## config.mk

```make
export PLATFORM = sky130hd
export DESIGN_NAME = uart_receiver_with_timeout_top
export DESIGN_NICKNAME = d
export VERILOG_FILES = /design/src/rtl/uart_rxto_pkg.sv /design/src/rtl/uart_rxto_cfg.sv /design/src/rtl/uart_rxto_core.sv /design/src/rtl/uart_receiver_with_timeout_top.sv
export VERILOG_INCLUDE_DIRS = /design/src /design/src/rtl
export SDC_FILE = /design/constraint.sdc
export NUM_CORES = 1
export LEC_CHECK = 0
export ABC_AREA = 1
export BUFFER_PORTS_ARGS = -buffer_cell sky130_fd_sc_hd__buf_2
export CAP_MARGIN = 20
export CORE_AREA = 2 2 136 138
export DETAILED_ROUTE_END_ITERATION = 8
export DIE_AREA = 0 0 138 140
export PLACE_DENSITY = 0.63
export SYNTH_ARGS = -nofsm -noshare
export SYNTH_HDL_FRONTEND = slang
export SYNTH_SLANG_ARGS = --single-unit
```

## constraint.sdc

```tcl
create_clock -name i_clk -period 5 [get_ports i_clk]
set_input_delay 1 -clock i_clk [delete_from_list [all_inputs] [get_ports i_clk]]
set_output_delay 1 -clock i_clk [all_outputs]
set_load 0.02 [all_outputs]
```

## src/rtl/uart_receiver_with_timeout_top_defines.svh

```systemverilog
// assertion macros for the uart receiver top level rtl
`ifndef UART_RECEIVER_WITH_TIMEOUT_TOP_DEFINES_SVH
`define UART_RECEIVER_WITH_TIMEOUT_TOP_DEFINES_SVH

`ifndef ASSERT_OFF
// clocked check, quiet while reset is held
`define URX_ASSERT_RST(lbl, clk, rst_n, prop, msg) \
    lbl: assert property (@(posedge clk) disable iff (!rst_n) prop) else $error(msg);
// clocked check that also holds through reset
`define URX_ASSERT_ALWAYS(lbl, clk, prop, msg) \
    lbl: assert property (@(posedge clk) prop) else $error(msg);
`else
`define URX_ASSERT_RST(lbl, clk, rst_n, prop, msg)
`define URX_ASSERT_ALWAYS(lbl, clk, prop, msg)
`endif

`endif

```

## src/rtl/uart_rxto_pkg.sv

```systemverilog
// shared types and constants of the uart receiver with timeout
package uart_rxto_pkg;

    localparam int unsigned MODE_W    = 1;
    localparam int unsigned TICK_W    = 13;
    localparam int unsigned TOUT_W    = 20;
    localparam int unsigned CFG_IDX_W = 2;
    localparam int unsigned CFG_DAT_W = 20;
    localparam int unsigned BYTE_W    = 8;
    localparam int unsigned BITS_W    = 4;

    // register indexes of the config port
    localparam logic [CFG_IDX_W-1:0] CFG_LINE_MODE     = 2'd0;
    localparam logic [CFG_IDX_W-1:0] CFG_BIT_TICKS     = 2'd1;
    localparam logic [CFG_IDX_W-1:0] CFG_TIMEOUT_TICKS = 2'd2;

    // line modes
    localparam logic [MODE_W-1:0] MODE_SINGLE = 1'b0;
    localparam logic [MODE_W-1:0] MODE_DIFF   = 1'b1;

    // reset values of the registers
    localparam logic [MODE_W-1:0] RST_LINE_MODE     = MODE_SINGLE;
    localparam logic [TICK_W-1:0] RST_BIT_TICKS     = 13'd16;
    localparam logic [TOUT_W-1:0] RST_TIMEOUT_TICKS = 20'd131072;

    // legal bit period range
    localparam logic [TICK_W-1:0] PERIOD_MIN = 13'd2;
    localparam logic [TICK_W-1:0] PERIOD_MAX = 13'd4096;

    typedef struct packed {
        logic [MODE_W-1:0] line_mode;
        logic [TICK_W-1:0] period;
        logic [TOUT_W-1:0] timeout_ticks;
    } t_cfg;

    typedef struct packed {
        logic              byte_ready;
        logic              timed_out;
        logic [BYTE_W-1:0] data_byte;
        logic              busy_res;
    } t_res;

endpackage

```

## src/rtl/uart_rxto_cfg.sv

```systemverilog
// configuration registers and bit period clamp
module uart_rxto_cfg (
    input  logic                                i_clk,
    input  logic                                i_rst_n,
    input  logic                                i_cfg_we,
    input  logic [uart_rxto_pkg::CFG_IDX_W-1:0] i_cfg_index,
    input  logic [uart_rxto_pkg::CFG_DAT_W-1:0] i_cfg_data,
    output uart_rxto_pkg::t_cfg                 o_cfg
);

    logic [uart_rxto_pkg::MODE_W-1:0] r_line_mode;
    logic [uart_rxto_pkg::TICK_W-1:0] r_bit_ticks;
    logic [uart_rxto_pkg::TOUT_W-1:0] r_timeout_ticks;

    always_ff @(posedge i_clk) begin
        if (!i_rst_n) begin
            r_line_mode     <= uart_rxto_pkg::RST_LINE_MODE;
            r_bit_ticks     <= uart_rxto_pkg::RST_BIT_TICKS;
            r_timeout_ticks <= uart_rxto_pkg::RST_TIMEOUT_TICKS;
        end else if (i_cfg_we) begin
            unique case (i_cfg_index)
                uart_rxto_pkg::CFG_LINE_MODE: begin
                    r_line_mode <= i_cfg_data[uart_rxto_pkg::MODE_W-1:0];
                end
                uart_rxto_pkg::CFG_BIT_TICKS: begin
                    r_bit_ticks <= i_cfg_data[uart_rxto_pkg::TICK_W-1:0];
                end
                uart_rxto_pkg::CFG_TIMEOUT_TICKS: begin
                    r_timeout_ticks <= i_cfg_data[uart_rxto_pkg::TOUT_W-1:0];
                end
                default: begin
                    // unused index, write dropped
                end
            endcase
        end
    end

    always_comb begin
        o_cfg.line_mode     = r_line_mode;
        o_cfg.timeout_ticks = r_timeout_ticks;
        if (r_bit_ticks < uart_rxto_pkg::PERIOD_MIN) begin
            o_cfg.period = uart_rxto_pkg::PERIOD_MIN;
        end else if (r_bit_ticks > uart_rxto_pkg::PERIOD_MAX) begin
            o_cfg.period = uart_rxto_pkg::PERIOD_MAX;
        end else begin
            o_cfg.period = r_bit_ticks;
        end
    end

endmodule

```

## src/rtl/uart_rxto_core.sv

```systemverilog
// receive state machine, one sample tick per step
module uart_rxto_core #(
    parameter int unsigned DATA_BITS = 8
) (
    input  logic                i_clk,
    input  logic                i_rst_n,
    input  logic                i_step,
    input  logic                i_arm,
    input  logic                i_line_a,
    input  logic                i_line_b,
    input  uart_rxto_pkg::t_cfg i_cfg,
    output uart_rxto_pkg::t_res o_res
);

    typedef enum logic [1:0] {
        PH_IDLE,
        PH_HUNT,
        PH_RECV,
        PH_STOP
    } t_phase;

    t_phase                           r_phase;
    logic [uart_rxto_pkg::TICK_W-1:0] r_tick_count;
    logic [uart_rxto_pkg::BITS_W-1:0] r_bits_taken;
    logic [DATA_BITS-1:0]             r_shift_byte;
    logic [uart_rxto_pkg::TOUT_W-1:0] r_timeout_count;

    t_phase                           n_phase;
    logic [uart_rxto_pkg::TICK_W-1:0] n_tick_count;
    logic [uart_rxto_pkg::BITS_W-1:0] n_bits_taken;
    logic [DATA_BITS-1:0]             n_shift_byte;
    logic [uart_rxto_pkg::TOUT_W-1:0] n_timeout_count;

    logic start_lvl;
    logic data_bit;

    // decode line levels for the active mode
    always_comb begin
        if (i_cfg.line_mode == uart_rxto_pkg::MODE_DIFF) begin
            start_lvl = i_line_b && !i_line_a;
            data_bit  = i_line_a && !i_line_b;
        end else begin
            start_lvl = i_line_a;
            data_bit  = !i_line_a;
        end
    end

    always_comb begin
        n_phase         = r_phase;
        n_tick_count    = r_tick_count;
        n_bits_taken    = r_bits_taken;
        n_shift_byte    = r_shift_byte;
        n_timeout_count = r_timeout_count;
        o_res           = '0;

        if (i_arm) begin
            n_phase         = PH_HUNT;
            n_timeout_count = '0;
            n_tick_count    = '0;
            n_bits_taken    = '0;
        end

        unique case (n_phase)
            PH_HUNT: begin
                if (start_lvl) begin
                    n_phase      = PH_RECV;
                    n_tick_count = i_cfg.period + (i_cfg.period >> 1);
                    n_bits_taken = '0;
                    n_shift_byte = '0;
                end else begin
                    n_timeout_count = n_timeout_count + 1'b1;
                    if (n_timeout_count >= i_cfg.timeout_ticks) begin
                        o_res.timed_out = 1'b1;
                        n_phase         = PH_IDLE;
                    end
                end
            end
            PH_RECV: begin
                if (n_tick_count != '0) begin
                    n_tick_count = n_tick_count - 1'b1;
                end
                if (n_tick_count == '0) begin
                    // lsb first: new bit enters at the top
                    n_shift_byte = {data_bit, n_shift_byte[DATA_BITS-1:1]};
                    n_bits_taken = n_bits_taken + 1'b1;
                    n_tick_count = i_cfg.period;
                    if (n_bits_taken >= uart_rxto_pkg::BITS_W'(DATA_BITS)) begin
                        n_phase = PH_STOP;
                    end
                end
            end
            default: begin
            end
        endcase

        // stop check also runs on the tick of the last sample
        if (n_phase == PH_STOP && !start_lvl) begin
            o_res.byte_ready = 1'b1;
            o_res.data_byte  = uart_rxto_pkg::BYTE_W'(n_shift_byte);
            n_phase          = PH_IDLE;
        end

        o_res.busy_res = (n_phase != PH_IDLE);
    end

    always_ff @(posedge i_clk) begin
        if (!i_rst_n) begin
            r_phase         <= PH_IDLE;
            r_tick_count    <= '0;
            r_bits_taken    <= '0;
            r_shift_byte    <= '0;
            r_timeout_count <= '0;
        end else if (i_step) begin
            r_phase         <= n_phase;
            r_tick_count    <= n_tick_count;
            r_bits_taken    <= n_bits_taken;
            r_shift_byte    <= n_shift_byte;
            r_timeout_count <= n_timeout_count;
        end
    end

endmodule

```

## src/rtl/uart_receiver_with_timeout_top.sv

```systemverilog
// top level of the uart receiver with start-bit timeout
//
// usage:
//   each input beat is one sample tick of the serial line: arm, line_a and
//   line_b. every input beat yields exactly one output beat carrying
//   byte_ready, timed_out, data_byte and busy_res for that tick.
//   both channels use valid/stall; a beat moves when valid is high and
//   stall is low.
// throughput and flow:
//   one beat per clock while the output is not stalled. a beat lands in
//   the input register on its accept edge; the receive state machine and
//   the result register update when the beat steps out of the input
//   register, and the result is offered from the result register.
//   the one-tick state update is the only loop.
// stall behavior:
//   while the output beat waits under stall, the input register still
//   takes one more beat; input stall rises only once both are full.
// reset:
//   synchronous active low. the receiver returns to idle, counters and
//   shift register clear, both stages empty, and the config registers go
//   to single-line mode, 16 ticks per bit and a 131072-tick timeout.
// config:
//   plain write port, index 0 line mode, 1 bit ticks, 2 timeout ticks;
//   write only while the receiver has no beats in flight.
`include "uart_receiver_with_timeout_top_defines.svh"

module uart_receiver_with_timeout_top #(
    parameter int unsigned DATA_BITS = 8
) (
    input  logic                                i_clk,
    input  logic                                i_rst_n,
    // config write port
    input  logic                                i_cfg_we,
    input  logic [uart_rxto_pkg::CFG_IDX_W-1:0] i_cfg_index,
    input  logic [uart_rxto_pkg::CFG_DAT_W-1:0] i_cfg_data,
    // input channel
    input  logic                                i_in_valid,
    output logic                                o_in_stall,
    input  logic                                i_arm,
    input  logic                                i_line_a,
    input  logic                                i_line_b,
    // output channel
    output logic                                o_out_valid,
    input  logic                                i_out_stall,
    output logic                                o_byte_ready,
    output logic                                o_timed_out,
    output logic [uart_rxto_pkg::BYTE_W-1:0]    o_data_byte,
    output logic                                o_busy_res
);

    uart_rxto_pkg::t_cfg cfg;
    uart_rxto_pkg::t_res res;

    // input stage
    logic r_in_valid;
    logic r_arm;
    logic r_line_a;
    logic r_line_b;

    // result stage
    logic                r_out_valid;
    uart_rxto_pkg::t_res r_res;

    logic out_free;   // result register can take a beat this cycle
    logic step;       // input register advances into the receiver
    logic in_acc;     // input beat accepted

    assign out_free   = !r_out_valid || !i_out_stall;
    assign step       = r_in_valid && out_free;
    assign o_in_stall = r_in_valid && !out_free;
    assign in_acc     = i_in_valid && !o_in_stall;

    uart_rxto_cfg u_cfg (
        .i_clk       (i_clk),
        .i_rst_n     (i_rst_n),
        .i_cfg_we    (i_cfg_we),
        .i_cfg_index (i_cfg_index),
        .i_cfg_data  (i_cfg_data),
        .o_cfg       (cfg)
    );

    uart_rxto_core #(
        .DATA_BITS (DATA_BITS)
    ) u_core (
        .i_clk    (i_clk),
        .i_rst_n  (i_rst_n),
        .i_step   (step),
        .i_arm    (r_arm),
        .i_line_a (r_line_a),
        .i_line_b (r_line_b),
        .i_cfg    (cfg),
        .o_res    (res)
    );

    // valid flags of both stages
    always_ff @(posedge i_clk) begin
        if (!i_rst_n) begin
            r_in_valid  <= 1'b0;
            r_out_valid <= 1'b0;
        end else begin
            if (in_acc) begin
                r_in_valid <= 1'b1;
            end else if (step) begin
                r_in_valid <= 1'b0;
            end
            if (step) begin
                r_out_valid <= 1'b1;
            end else if (out_free) begin
                r_out_valid <= 1'b0;
            end
        end
    end

    // payload registers, no reset needed
    always_ff @(posedge i_clk) begin
        if (in_acc) begin
            r_arm    <= i_arm;
            r_line_a <= i_line_a;
            r_line_b <= i_line_b;
        end
        if (step) begin
            r_res <= res;
        end
    end

    assign o_out_valid  = r_out_valid;
    assign o_byte_ready = r_res.byte_ready;
    assign o_timed_out  = r_res.timed_out;
    assign o_data_byte  = r_res.data_byte;
    assign o_busy_res   = r_res.busy_res;

    // a tick cannot both finish a byte and time out
    `URX_ASSERT_RST(a_done_excl, i_clk, i_rst_n, o_out_valid |-> !(o_byte_ready && o_timed_out), "byte_ready and timed_out together")

    // data is zero unless a byte completed
    `URX_ASSERT_RST(a_data_zero, i_clk, i_rst_n, (o_out_valid && !o_byte_ready) |-> (o_data_byte == '0), "data_byte set without byte_ready")

    // finishing a byte or timing out leaves the receiver idle
    `URX_ASSERT_RST(a_end_idle, i_clk, i_rst_n, (o_out_valid && (o_byte_ready || o_timed_out)) |-> !o_busy_res, "busy after end of attempt")

    // input stalls only when a result is held back downstream
    `URX_ASSERT_ALWAYS(a_stall_src, i_clk, o_in_stall |-> (o_out_valid && i_out_stall), "input stall without output stall")

endmodule
```

Word-level counts from Yosys, hierarchy flattened. Cells that the tools add are included.

Bits in registers: 97. Input bits: 30. Output and inout port bits: 13. Word-level logic and storage cells: 88.

Add/sub/neg operators: 4. $lt $le $gt $ge: 4. Equality and inequality tests: 5. Multiplexer cells: 33. Bitwise logic cells: 1. Reduce and logical (&&, ||, !) cells: 24.

Operator list (count): $mux 13 (7); $mux 20 (3); $pmux 13 s2 (1); $add 20x1->20 const B (1); $ge 20x20->1 (1); $mux 8 (2); $pmux 8 s2 (1); $add 13x12->13 (1); $gt 13x13->1 const B (1); $logic_not 13->1 (1); $lt 13x2->1 const B (1); $reduce_bool 13->1 (1); $sub 13x1->13 const B (1); $mux 2 (6); $mux 4 (3); $mux 1 (8); $pmux 4 s2 (1); $logic_not 1->1 (7); $eq 2x2->1 const B (3); $logic_and 1x1->1 (6); $reduce_and 2->1 (3); $reduce_bool 2->1 (3); $add 4x1->4 const B (1); $eq 2x1->1 const B (2); 6 further kinds (6).

Logic depth before layout (Yosys ltp). Gate-level depths: netlist of run 1.

Depth after elaboration: 11. Gate-level depth with buffers: 28. Mapped depth without buffers: 27.

By module. From an unflattened synthesis of run 1, not the netlist that was laid out.

Cells, all modules: 1037. Area total of the unflattened synthesis: 6912.9 um2.

Modules (own cells, without submodules): uart_rxto_core (instances 1, cells an instance 828, area an instance 4999.8 um2, sequential area each 940.9 um2); uart_rxto_cfg (instances 1, cells an instance 182, area an instance 1397.6 um2, sequential area each 680.7 um2); uart_receiver_with_timeout_top (instances 1, cells an instance 27, area an instance 515.5 um2, sequential area each 460.4 um2).

Least setup slack after synthesis of run 1. OpenSTA, ideal clock, no wires.

Kind: register to register. From: reg r_arm. To: reg r_res (netlist bit o_busy_res) (data pin). Library setup time: 0.254 ns. Data arrival time: 3.650 ns. Data required time: 4.746 ns. Slack: 1.096 ns. Cell stages (with the launch flop): 28. Buffers on the path: 1. Clock period less this slack: 3.904 ns. Path through: edfxtp_1 clkbuf_1 nor2_1 ha_1 nand3_1 nor3_2 nand3_1 inv_2 nand2_2 nor3_4 nand3_2 nor3_2 xor2_1 inv_1 ha_1 nand2_1 inv_1 nand3_1 or2_2 inv_1 nand4_1 nand4_1 o21ai_0 nand2_1 nor2_1 nand3_2 nand2_1 nand2_1.

RTL lines: from (decl) (RTL line uart_receiver_with_timeout_top.sv:56) `logic r_arm;`; from (signal assigned) (RTL line uart_receiver_with_timeout_top.sv:117) `r_arm <= i_arm;`; to (signal assigned) (RTL line uart_receiver_with_timeout_top.sv:122) `r_res <= res;`; to (decl) (RTL line uart_receiver_with_timeout_top.sv:62) `uart_rxto_pkg::t_res r_res;`.

==> implementation parameters, run 1 <==
Parameter                              Value

Run status
  Outcome    completed

Floorplan
  Number of rows created at floorplan    49
  Vertical die dimension    140 µm
  Starting density of the core    0.377
  Die X    138 µm
  Count of boundary I/O pins    43
  Die Footprint    19,300 µm²
  Area of the placeable core    17,800 µm²

Logic synthesis
  Unique masters post-synth    47
  Post-synth top area share    0.248
  Mapped Area    6700 µm²
  EDFF count, synth    14
  Sequential fraction of the synthesis area    0.311
  Xor-xnor portion of the synthesized cell area    0.0340
  Synthesized area divided by synthesized cell count    6.72 µm²
  Asr flop ratio synth    0
  Predominant post-synthesis flop cell    sky130_fd_sc_hd__dfxtp_1
  Area fraction in and, or, nand and nor cells after synthesis    0.281
  Synth Warn #    0
  Synthesized instance count    997
  Synthesized Nets    1,065
  Largest family of logic cells by synthesized area    simple AND/OR/NAND/NOR gates
  Post-synthesis compound-gate area fraction    0.191
  Number of register bits inferred by synthesis    97
  Cell types with the highest counts after synthesis    sky130_fd_sc_hd__nand2_1 (199), sky130_fd_sc_hd__inv_1 (132), sky130_fd_sc_hd__a21oi_1 (111), sky130_fd_sc_hd__nor2_1 (94), sky130_fd_sc_hd__dfxtp_1 (83)
  Library cell occupying the most area in the post-synthesis netlist    sky130_fd_sc_hd__dfxtp_1
  Fraction of synthesized area in multiplexers    0
  Top post-synthesis cells by area    sky130_fd_sc_hd__dfxtp_1 (25%), sky130_fd_sc_hd__nand2_1 (11%), sky130_fd_sc_hd__a21oi_1 (8.3%)
  Adder and majority gate portion of the synthesized area    0.0721
  Most frequent cell after synthesis    sky130_fd_sc_hd__nand2_1

Clock network
  Deepest level of the CTS H-tree    3
  Clock latency on the worst-skew pair    350 ps
  Sink count of the clock tree    97
  Total CTS buffers    9
  TritonCTS clock tree    built
  Count of hold-fix buffers inserted at cts    0
  Buffer depth of the longest clock path    2
  Cells resized by post-CTS repair    0
  Number of buffers added for setup after CTS    0
  Buffer cell driving the clock tree root    sky130_fd_sc_hd__clkbuf_16
  Register clock-pin slew on the reported worst setup and hold paths    70 ps

Routing
  Total wire length after detailed routing    17.3 mm
  Drt via density    5.09
  Vias post-DR    6,379
  DRT iter0 DRCs    471
  Remaining DRCs    0
  Drt wl/cell    13.8 µm
  Antenna-violating nets left    0
  Detailed Routing Iterations Pass 1    5

Global routing
  Remaining Overflow, GRT    0
  Pin count of the biggest net entering global routing    49
  Global-route usage over all layers    0.181
  Via count of the first global-routing pass    5,969
  Initial antenna violation count    0
  First-pass GRT wire length    28.8 mm

STA
  Final critical-path share of the clock period    0.879
  Headroom to the max-slew limit    0.448
  Highest attainable clock frequency    228 MHz
  Final worst clock skew    8.38 ps
  Final max-slew violation count    0
  Final Worst Setup Slack    605 ps
  Count of final setup violators    0
  Final-report hold violation count    0
  TNS Setup    0 ps
  Setup repair after global routing missed its margin    false
  Worst-Margin Slew    823 ps
  Final critical delay including setup and external delays    4400 ps

Setup path
  Endpoint type of the worst setup path    flip-flop
  Register-to-register setup slack    600 ps
  Crit path required time    5110 ps
  Worst path arrival time    4510 ps
  Reg-to-Reg Start    r_arm
  Critical path type    flip-flop to flip-flop
  Maximum fanout encountered on the critical timing path    10
  Kind of launch point of the worst setup path    flip-flop
  Number of cells on the worst reg-to-reg path    25
  Critical register-to-register path endpoint    o_busy_res

Power and ir drop
  Max rail drop VDD    0.177 mV
  PD cells    266 nW/µm²
  Leakage    3.44 nW
  Total power    1.96 mW

Final layout
  Register area    2080 µm²
  Fill count    1,926
  NumNets Final    1,089
  Final Core Density    0.414
  Number of antenna repair diodes    0
  Layout cells sized above 1    0.115
  Layout overhead on the synthesized area    10.0%
  Cell area after layout    7360 µm²
  Area of the multi-input gates    3880 µm²

Placed design
  Worst setup slack after placement    601 ps
  Final weighted congestion in routability-driven placement    0.927
  Post-detail-place hpwl    12.9 mm
  Count of buffers from port buffering    42
  Placed cell areas    7090 µm²

Min path
  Worst-case hold path end point    u_cfg.r_timeout_ticks[19]
  Min-delay worst type    flip-flop to flip-flop
  Hold path cells    2
  Hold path startpoint    u_cfg.r_timeout_ticks[19]

Flow run
  Max cap viols    0
==> metrics by stage <==
| stage | hold slack (ps) | std cells |
|---|---|---|
| 2_1_floorplan | 435 | 997 |
| 3_3_place_gp | 455 | 1239 |
| 3_5_place_dp | 454 | 1239 |
| 4_1_cts | 465 | 1254 |
| 5_1_grt | 482 | 1254 |
| 6_report | 461 | 1254 |
==> placed cells by master, fill, tap and decap left out, types with 5 or more instances in the layout <==
cell                          n
sky130_fd_sc_hd__a21oi_1    111
sky130_fd_sc_hd__a31oi_1      8
sky130_fd_sc_hd__buf_2       42
sky130_fd_sc_hd__buf_4       13
sky130_fd_sc_hd__clkbuf_16    9
sky130_fd_sc_hd__dfxtp_1     83
sky130_fd_sc_hd__edfxtp_1    14
sky130_fd_sc_hd__ha_1        37
sky130_fd_sc_hd__inv_1      132
sky130_fd_sc_hd__nand2_1    199
sky130_fd_sc_hd__nand2_2     11
sky130_fd_sc_hd__nand3_1     60
sky130_fd_sc_hd__nand4_1     14
sky130_fd_sc_hd__nor2_1      93
sky130_fd_sc_hd__nor2_4       5
sky130_fd_sc_hd__nor3_1      16
sky130_fd_sc_hd__o211ai_1    12
sky130_fd_sc_hd__o21ai_0     72
sky130_fd_sc_hd__o21ai_1      9
sky130_fd_sc_hd__or2_2        5
sky130_fd_sc_hd__xnor2_1      8
sky130_fd_sc_hd__xor2_1      18
==> worst max path at each step <==
stage | start | endpoint | cells after the start
final | r_arm | o_busy_res | 25
after floorplan | r_arm | o_busy_res | 27
after global routing | r_arm | o_busy_res | 25
after global placement | r_arm | o_busy_res | 25
after detailed placement | r_arm | o_busy_res | 25
after CTS | r_arm | o_busy_res | 25
==> where the power goes <==
part	switching (mW)	internal (mW)	total, mW	leakage (nW)
Combinational	0.296	0.141	0.437	2.49
Clock	0.313	0.353	0.666	0.140
Sequential	0.0251	0.830	0.855	0.817
Total	0.634	1.32	1.96	3.44
==> layer usage <==
layer	vias up	routed length [µm]	track usage
li1	3333	-	-
met1	2921	7800	0.218
met2	95	8730	0.330
met3	30	409	0.0260
met4	0	375	0.0623
met5	-	0	0
==> flip-flops by register name (all words and copies together) (netlist names) <==
name and cells:
o_data_byte 8, o_out_valid 1, u_cfg.r_timeout_ticks 20, u_core.r_bits_taken 4
u_cfg.r_line_mode 1, o_byte_ready 1, u_core.r_phase 2, r_line_b 1
o_timed_out 1, r_arm 1, u_core.r_timeout_count 20, o_busy_res 1
u_cfg.r_bit_ticks 13, u_core.r_tick_count 13, r_in_valid 1, u_core.r_shift_byte 8
r_line_a 1
==> layout make-up <==
type	instances	share of cell area
multi-input combinational	718	0.527
inverter	140	0.0717
sequential	97	0.283
clock inverter	5	0.00510
timing repair buffer	55	0.0418
clock buffer	10	0.0324
tap	229	0.0389
==> critical path, stage by stage (launching register included) <==
cell	delay, ps
sky130_fd_sc_hd__edfxtp_1	490
sky130_fd_sc_hd__nor2_1	240
sky130_fd_sc_hd__ha_1	240
sky130_fd_sc_hd__nand3_1	160
sky130_fd_sc_hd__nor3_2	190
sky130_fd_sc_hd__nand3_1	160
sky130_fd_sc_hd__inv_2	90
sky130_fd_sc_hd__nand2_2	90
sky130_fd_sc_hd__nor3_4	180
sky130_fd_sc_hd__nand3_2	130
sky130_fd_sc_hd__nor3_2	190
sky130_fd_sc_hd__xor2_1	160
sky130_fd_sc_hd__inv_1	60
sky130_fd_sc_hd__ha_1	260
sky130_fd_sc_hd__nand2_1	60
sky130_fd_sc_hd__inv_1	40
sky130_fd_sc_hd__nand3_1	70
sky130_fd_sc_hd__inv_1	60
sky130_fd_sc_hd__a21oi_1	150
sky130_fd_sc_hd__nand4_1	210
sky130_fd_sc_hd__o21ai_0	200
sky130_fd_sc_hd__nand2_1	90
sky130_fd_sc_hd__nor2_1	160
sky130_fd_sc_hd__nand3_2	260
sky130_fd_sc_hd__nand2_1	160
sky130_fd_sc_hd__nand2_1	50
==> kinds of logic (layout without fill, tap and decap cells) <==
group / count (synthesis) / after routing
adder cells (fa/ha/maj): 38 / 38
buffers and inverters: 182 / 210
XOR/XNOR: 26 / 26
AND/OR/NAND/NOR: 422 / 422
flip-flops: 97 / 97
AO/OA/AOI/OAI: 232 / 232
Note: power is estimated with default switching activity, not from simulation.
==> run 2, diff against run 1 <==
- ABC_AREA: 1 -> 0
- CORE_AREA: 2 2 136 138 -> 2 2 134 136
- DIE_AREA: 0 0 138 140 -> 0 0 136 138
- HOLD_SLACK_MARGIN: unset -> 0.12
==> implementation parameters, run 2 <==
Parameter                              Value

Run status
  Outcome    completed (unchanged)

Setup path
  Largest stage delay on the critical path    440 ps (was 490 ps)
  Critical path type    flip-flop to flip-flop (unchanged)
  Worst path arrival time    4700 ps (was 4510 ps)
  Number of cells on the worst reg-to-reg path    17 (was 25)
  Critical register-to-register path endpoint    o_busy_res (unchanged)
  Crit path required time    5100 ps (was 5110 ps)
  Cell family with the largest share of critical-path delay    simple AND/OR/NAND/NOR gates (unchanged)
  Register-to-register setup slack    390 ps (was 600 ps)
  Maximum fanout encountered on the critical timing path    11 (was 10)
  Cell repeated most along the worst path    sky130_fd_sc_hd__a41oi_1 (was sky130_fd_sc_hd__nand2_1)
  Reg-to-Reg Start    r_arm (unchanged)
  Worst setup startpoint    r_arm (unchanged)
  Kind of launch point of the worst setup path    flip-flop (unchanged)
  Levels on crit path    17 (was 25)
  Highest-delay cell along the critical path    sky130_fd_sc_hd__edfxtp_1 (unchanged)
  Ordered cell list for the critical path    nor2b_1 -> ha_2 -> nand4b_1 -> nor4_2 -> nand3_1 -> or2_1 -> or3_1 -> a21oi_2 -> ha_1 -> a41oi_1 -> o21ai_0 -> a41oi_1 -> a31oi_2 -> o211ai_1 -> a22oi_2 -> or2_4 -> a21boi_1
  Buffers and inverters on the worst path    0 (was 4)
  Worst setup path end    o_busy_res (unchanged)
  Endpoint type of the worst setup path    flip-flop (unchanged)

STA
  Final-report hold violation count    0 (unchanged)
  Worst-Margin Slew    1050 ps (was 823 ps)
  Post-route worst hold slack    455 ps (was 461 ps)
  Final max-slew violation count    0 (unchanged)
  Highest attainable clock frequency    217 MHz (was 228 MHz)
  Setup repair after global routing missed its margin    false (unchanged)
  TNS Setup    0 ps (unchanged)
  Headroom to the max-slew limit    0.297 (was 0.448)
  Count of final setup violators    0 (unchanged)
  Final critical delay including setup and external delays    4610 ps (was 4400 ps)
  Final critical-path share of the clock period    0.921 (was 0.879)
  Final worst clock skew    8.46 ps (was 8.38 ps)

Logic synthesis
  Top post-synthesis cells by area    sky130_fd_sc_hd__dfxtp_1 (26%), sky130_fd_sc_hd__nand2_1 (7.5%), sky130_fd_sc_hd__ha_1 (7.2%) (was sky130_fd_sc_hd__dfxtp_1 (25%), sky130_fd_sc_hd__nand2_1 (11%), sky130_fd_sc_hd__a21oi_1 (8.3%))
  Cell types with the highest counts after synthesis    sky130_fd_sc_hd__nand2_1 (129), sky130_fd_sc_hd__dfxtp_1 (83), sky130_fd_sc_hd__nor2_1 (78), sky130_fd_sc_hd__a21oi_1 (70), sky130_fd_sc_hd__o21ai_0 (38) (was sky130_fd_sc_hd__nand2_1 (199), sky130_fd_sc_hd__inv_1 (132), sky130_fd_sc_hd__a21oi_1 (111), sky130_fd_sc_hd__nor2_1 (94), sky130_fd_sc_hd__dfxtp_1 (83))
  Synthesized Nets    908 (was 1,065)
  Mapped Area    6450 µm² (was 6700 µm²)
  EDFF count, synth    14 (unchanged)
  Predominant post-synthesis flop cell    sky130_fd_sc_hd__dfxtp_1 (unchanged)
  Sequential fraction of the synthesis area    0.323 (was 0.311)
  Synth Warn #    0 (unchanged)
  Library cell occupying the most area in the post-synthesis netlist    sky130_fd_sc_hd__dfxtp_1 (unchanged)
  Post-synth top area share    0.258 (was 0.248)
  Synthesized area divided by synthesized cell count    7.68 µm² (was 6.72 µm²)
  Asr flop ratio synth    0 (unchanged)
  Number of register bits inferred by synthesis    97 (unchanged)
  Synthesized instance count    840 (was 997)
  Unique masters post-synth    73 (was 47)
  Most frequent cell after synthesis    sky130_fd_sc_hd__nand2_1 (unchanged)

Floorplan
  Starting density of the core    0.368 (was 0.377)
  Number of rows created at floorplan    49 (unchanged)
  Die X    136 µm (was 138 µm)
  Die Footprint    18,800 µm² (was 19,300 µm²)
  Area of the placeable core    17,500 µm² (was 17,800 µm²)
  Vertical die dimension    138 µm (was 140 µm)
  Count of boundary I/O pins    43 (unchanged)

Clock network
  Buffer cell driving the clock tree root    sky130_fd_sc_hd__clkbuf_16 (unchanged)
  TritonCTS clock tree    built (unchanged)
  Total CTS buffers    9 (unchanged)
  Count of hold-fix buffers inserted at cts    0 (unchanged)
  Cells resized by post-CTS repair    0 (unchanged)
  Number of buffers added for setup after CTS    0 (unchanged)
  Deepest level of the CTS H-tree    3 (unchanged)
  Register clock-pin slew on the reported worst setup and hold paths    70 ps (about the same)
  Clock latency on the worst-skew pair    350 ps (about the same)
  Sink count of the clock tree    97 (unchanged)
  Buffer depth of the longest clock path    2 (unchanged)

Routing
  Detailed Routing Iterations Pass 1    7 (was 5)
  Vias post-DR    5,978 (was 6,379)
  Antenna-violating nets left    0 (unchanged)
  Drt wl/cell    15.3 µm (was 13.8 µm)
  Total wire length after detailed routing    16.8 mm (was 17.3 mm)
  Drt via density    5.46 (was 5.09)
  Remaining DRCs    0 (unchanged)
  DRT iter0 DRCs    494 (was 471)

Global routing
  Remaining Overflow, GRT    0 (unchanged)
  Pin count of the biggest net entering global routing    43 (was 49)
  Global-route usage over all layers    0.183 (was 0.181)
  First-pass GRT wire length    27.9 mm (was 28.8 mm)
  Via count of the first global-routing pass    5,508 (was 5,969)
  Initial antenna violation count    0 (unchanged)

Power and ir drop
  Max rail drop VDD    0.227 mV (was 0.177 mV)
  PD cells    253 nW/µm² (was 266 nW/µm²)
  Leakage    2.59 nW (was 3.44 nW)

Final layout
  NumNets Final    928 (was 1,089)
  Most common cell after layout, fill and taps aside    sky130_fd_sc_hd__nand2_1 (unchanged)
  Number of antenna repair diodes    0 (unchanged)
  Layout overhead on the synthesized area    11.4% (was 10.0%)
  Layout cells sized above 1    0.102 (was 0.115)
  Commonest cells after routing, fill and taps aside    sky130_fd_sc_hd__nand2_1 (129), sky130_fd_sc_hd__dfxtp_1 (83), sky130_fd_sc_hd__nor2_1 (78), sky130_fd_sc_hd__a21oi_1 (69), sky130_fd_sc_hd__buf_2 (42) (was sky130_fd_sc_hd__nand2_1 (199), sky130_fd_sc_hd__inv_1 (132), sky130_fd_sc_hd__a21oi_1 (111), sky130_fd_sc_hd__nor2_1 (93), sky130_fd_sc_hd__dfxtp_1 (83))
  Largest registers ranked by flip-flop count    u_cfg.r_timeout_ticks: 20 flops, u_core.r_timeout_count: 20 flops (unchanged)

Placed design
  Final weighted congestion in routability-driven placement    0.882 (was 0.927)
  Count of buffers from port buffering    42 (unchanged)
  Post-detail-place hpwl    12.4 mm (was 12.9 mm)

Min path
  Min-delay worst type    flip-flop to flip-flop (unchanged)

Flow run
  Max cap viols    0 (unchanged)
==> run 2: cell count changes after synthesis, moves of 14 or more <==
cell                      before  now
sky130_fd_sc_hd__xnor2_1       8   26
sky130_fd_sc_hd__o21ai_0      72   38
sky130_fd_sc_hd__nor2_1       94   78
sky130_fd_sc_hd__nor2b_1       0   30
sky130_fd_sc_hd__nand3_1      60   29
sky130_fd_sc_hd__a21oi_1     111   70
sky130_fd_sc_hd__nand2_1     199  129
sky130_fd_sc_hd__a22oi_1       2   16
sky130_fd_sc_hd__inv_1       132   31
==> run 2: area by class of cell <==
| class | instances | area (µm²) |
|---|---|---|
| Sequential cell | 97 | 2080 |
| Multi-Input combinational cell | 662 | 4080 |
| Clock buffer | 12 | 246 |
| Inverter | 35 | 131 |
| Timing Repair Buffer | 55 | 308 |
| Fill cell | 1836 | 10400 |
| Clock inverter | 4 | 52.6 |
| Tap cell | 229 | 287 |
==> run 2: worst min-delay path by stage <==
| stage | cells past startpoint | endpoint | start |
|---|---|---|---|
| global route | 2 | u_core.r_phase[0] | u_core.r_phase[0] |
| global placement | 2 | u_cfg.r_timeout_ticks[13] | u_cfg.r_timeout_ticks[13] |
| CTS | 2 | u_cfg.r_timeout_ticks[4] | u_cfg.r_timeout_ticks[4] |
| detailed placement | 2 | u_cfg.r_timeout_ticks[4] | u_cfg.r_timeout_ticks[4] |
| finish | 2 | u_cfg.r_timeout_ticks[1] | u_cfg.r_timeout_ticks[1] |
| floorplan | 2 | u_core.r_phase[0] | u_core.r_phase[0] |
==> run 2: where the power goes <==
part / switching [mW] / leakage (nW) / internal (mW)
Combinational: 0.187 / 1.64 / 0.104
Clock: 0.298 / 0.147 / 0.403
Sequential: 0.0176 / 0.806 / 0.810
==> run 2: cells by family (layout without fill, tap and decap cells) <==
family | Yosys count | after routing | share of synthesized area
XOR/XNOR | 39 | 39 | 0.0530
AND/OR/NAND/NOR | 355 | 355 | 0.265
buffers and inverters | 81 | 106 | 0.0497
multiplexers | 8 | 8 | 0.0126
adder cells (fa/ha/maj) | 38 | 38 | 0.0749
AO/OA/AOI/OAI | 222 | 222 | 0.222
flip-flops | 97 | 97 | 0.323
==> run 2: routing by layer <==
layer / track usage / vias to the layer above / part of all wire
met4: 0.0515 / 0 / 0.016
met1: 0.271 / 2723 / 0.49
li1: - / 3044 / -
met3: 0.0323 / 25 / 0.057
met5: 0 / - / 0
met2: 0.272 / 186 / 0.43
==> run 2: tightest hold or removal path: stages, from the launching register on <==
cell	delay, ps
sky130_fd_sc_hd__dfxtp_1	310
sky130_fd_sc_hd__nand2_1	50
sky130_fd_sc_hd__a21oi_1	50
==> run 2: through the flow <==
step           cell area, µm²  instances  worst slack [ps]   util  total power [mW]
6_report                 7180       1094               394  0.410              1.82
5_1_grt                  7180       1094              25.0  0.410              1.91
4_1_cts                  7170       1094               181  0.409              1.83
3_5_place_dp             6870       1078               212  0.392              1.13
3_3_place_gp             6870       1078               380  0.392              1.13
2_1_floorplan            6510        840             0.377      -              1.05
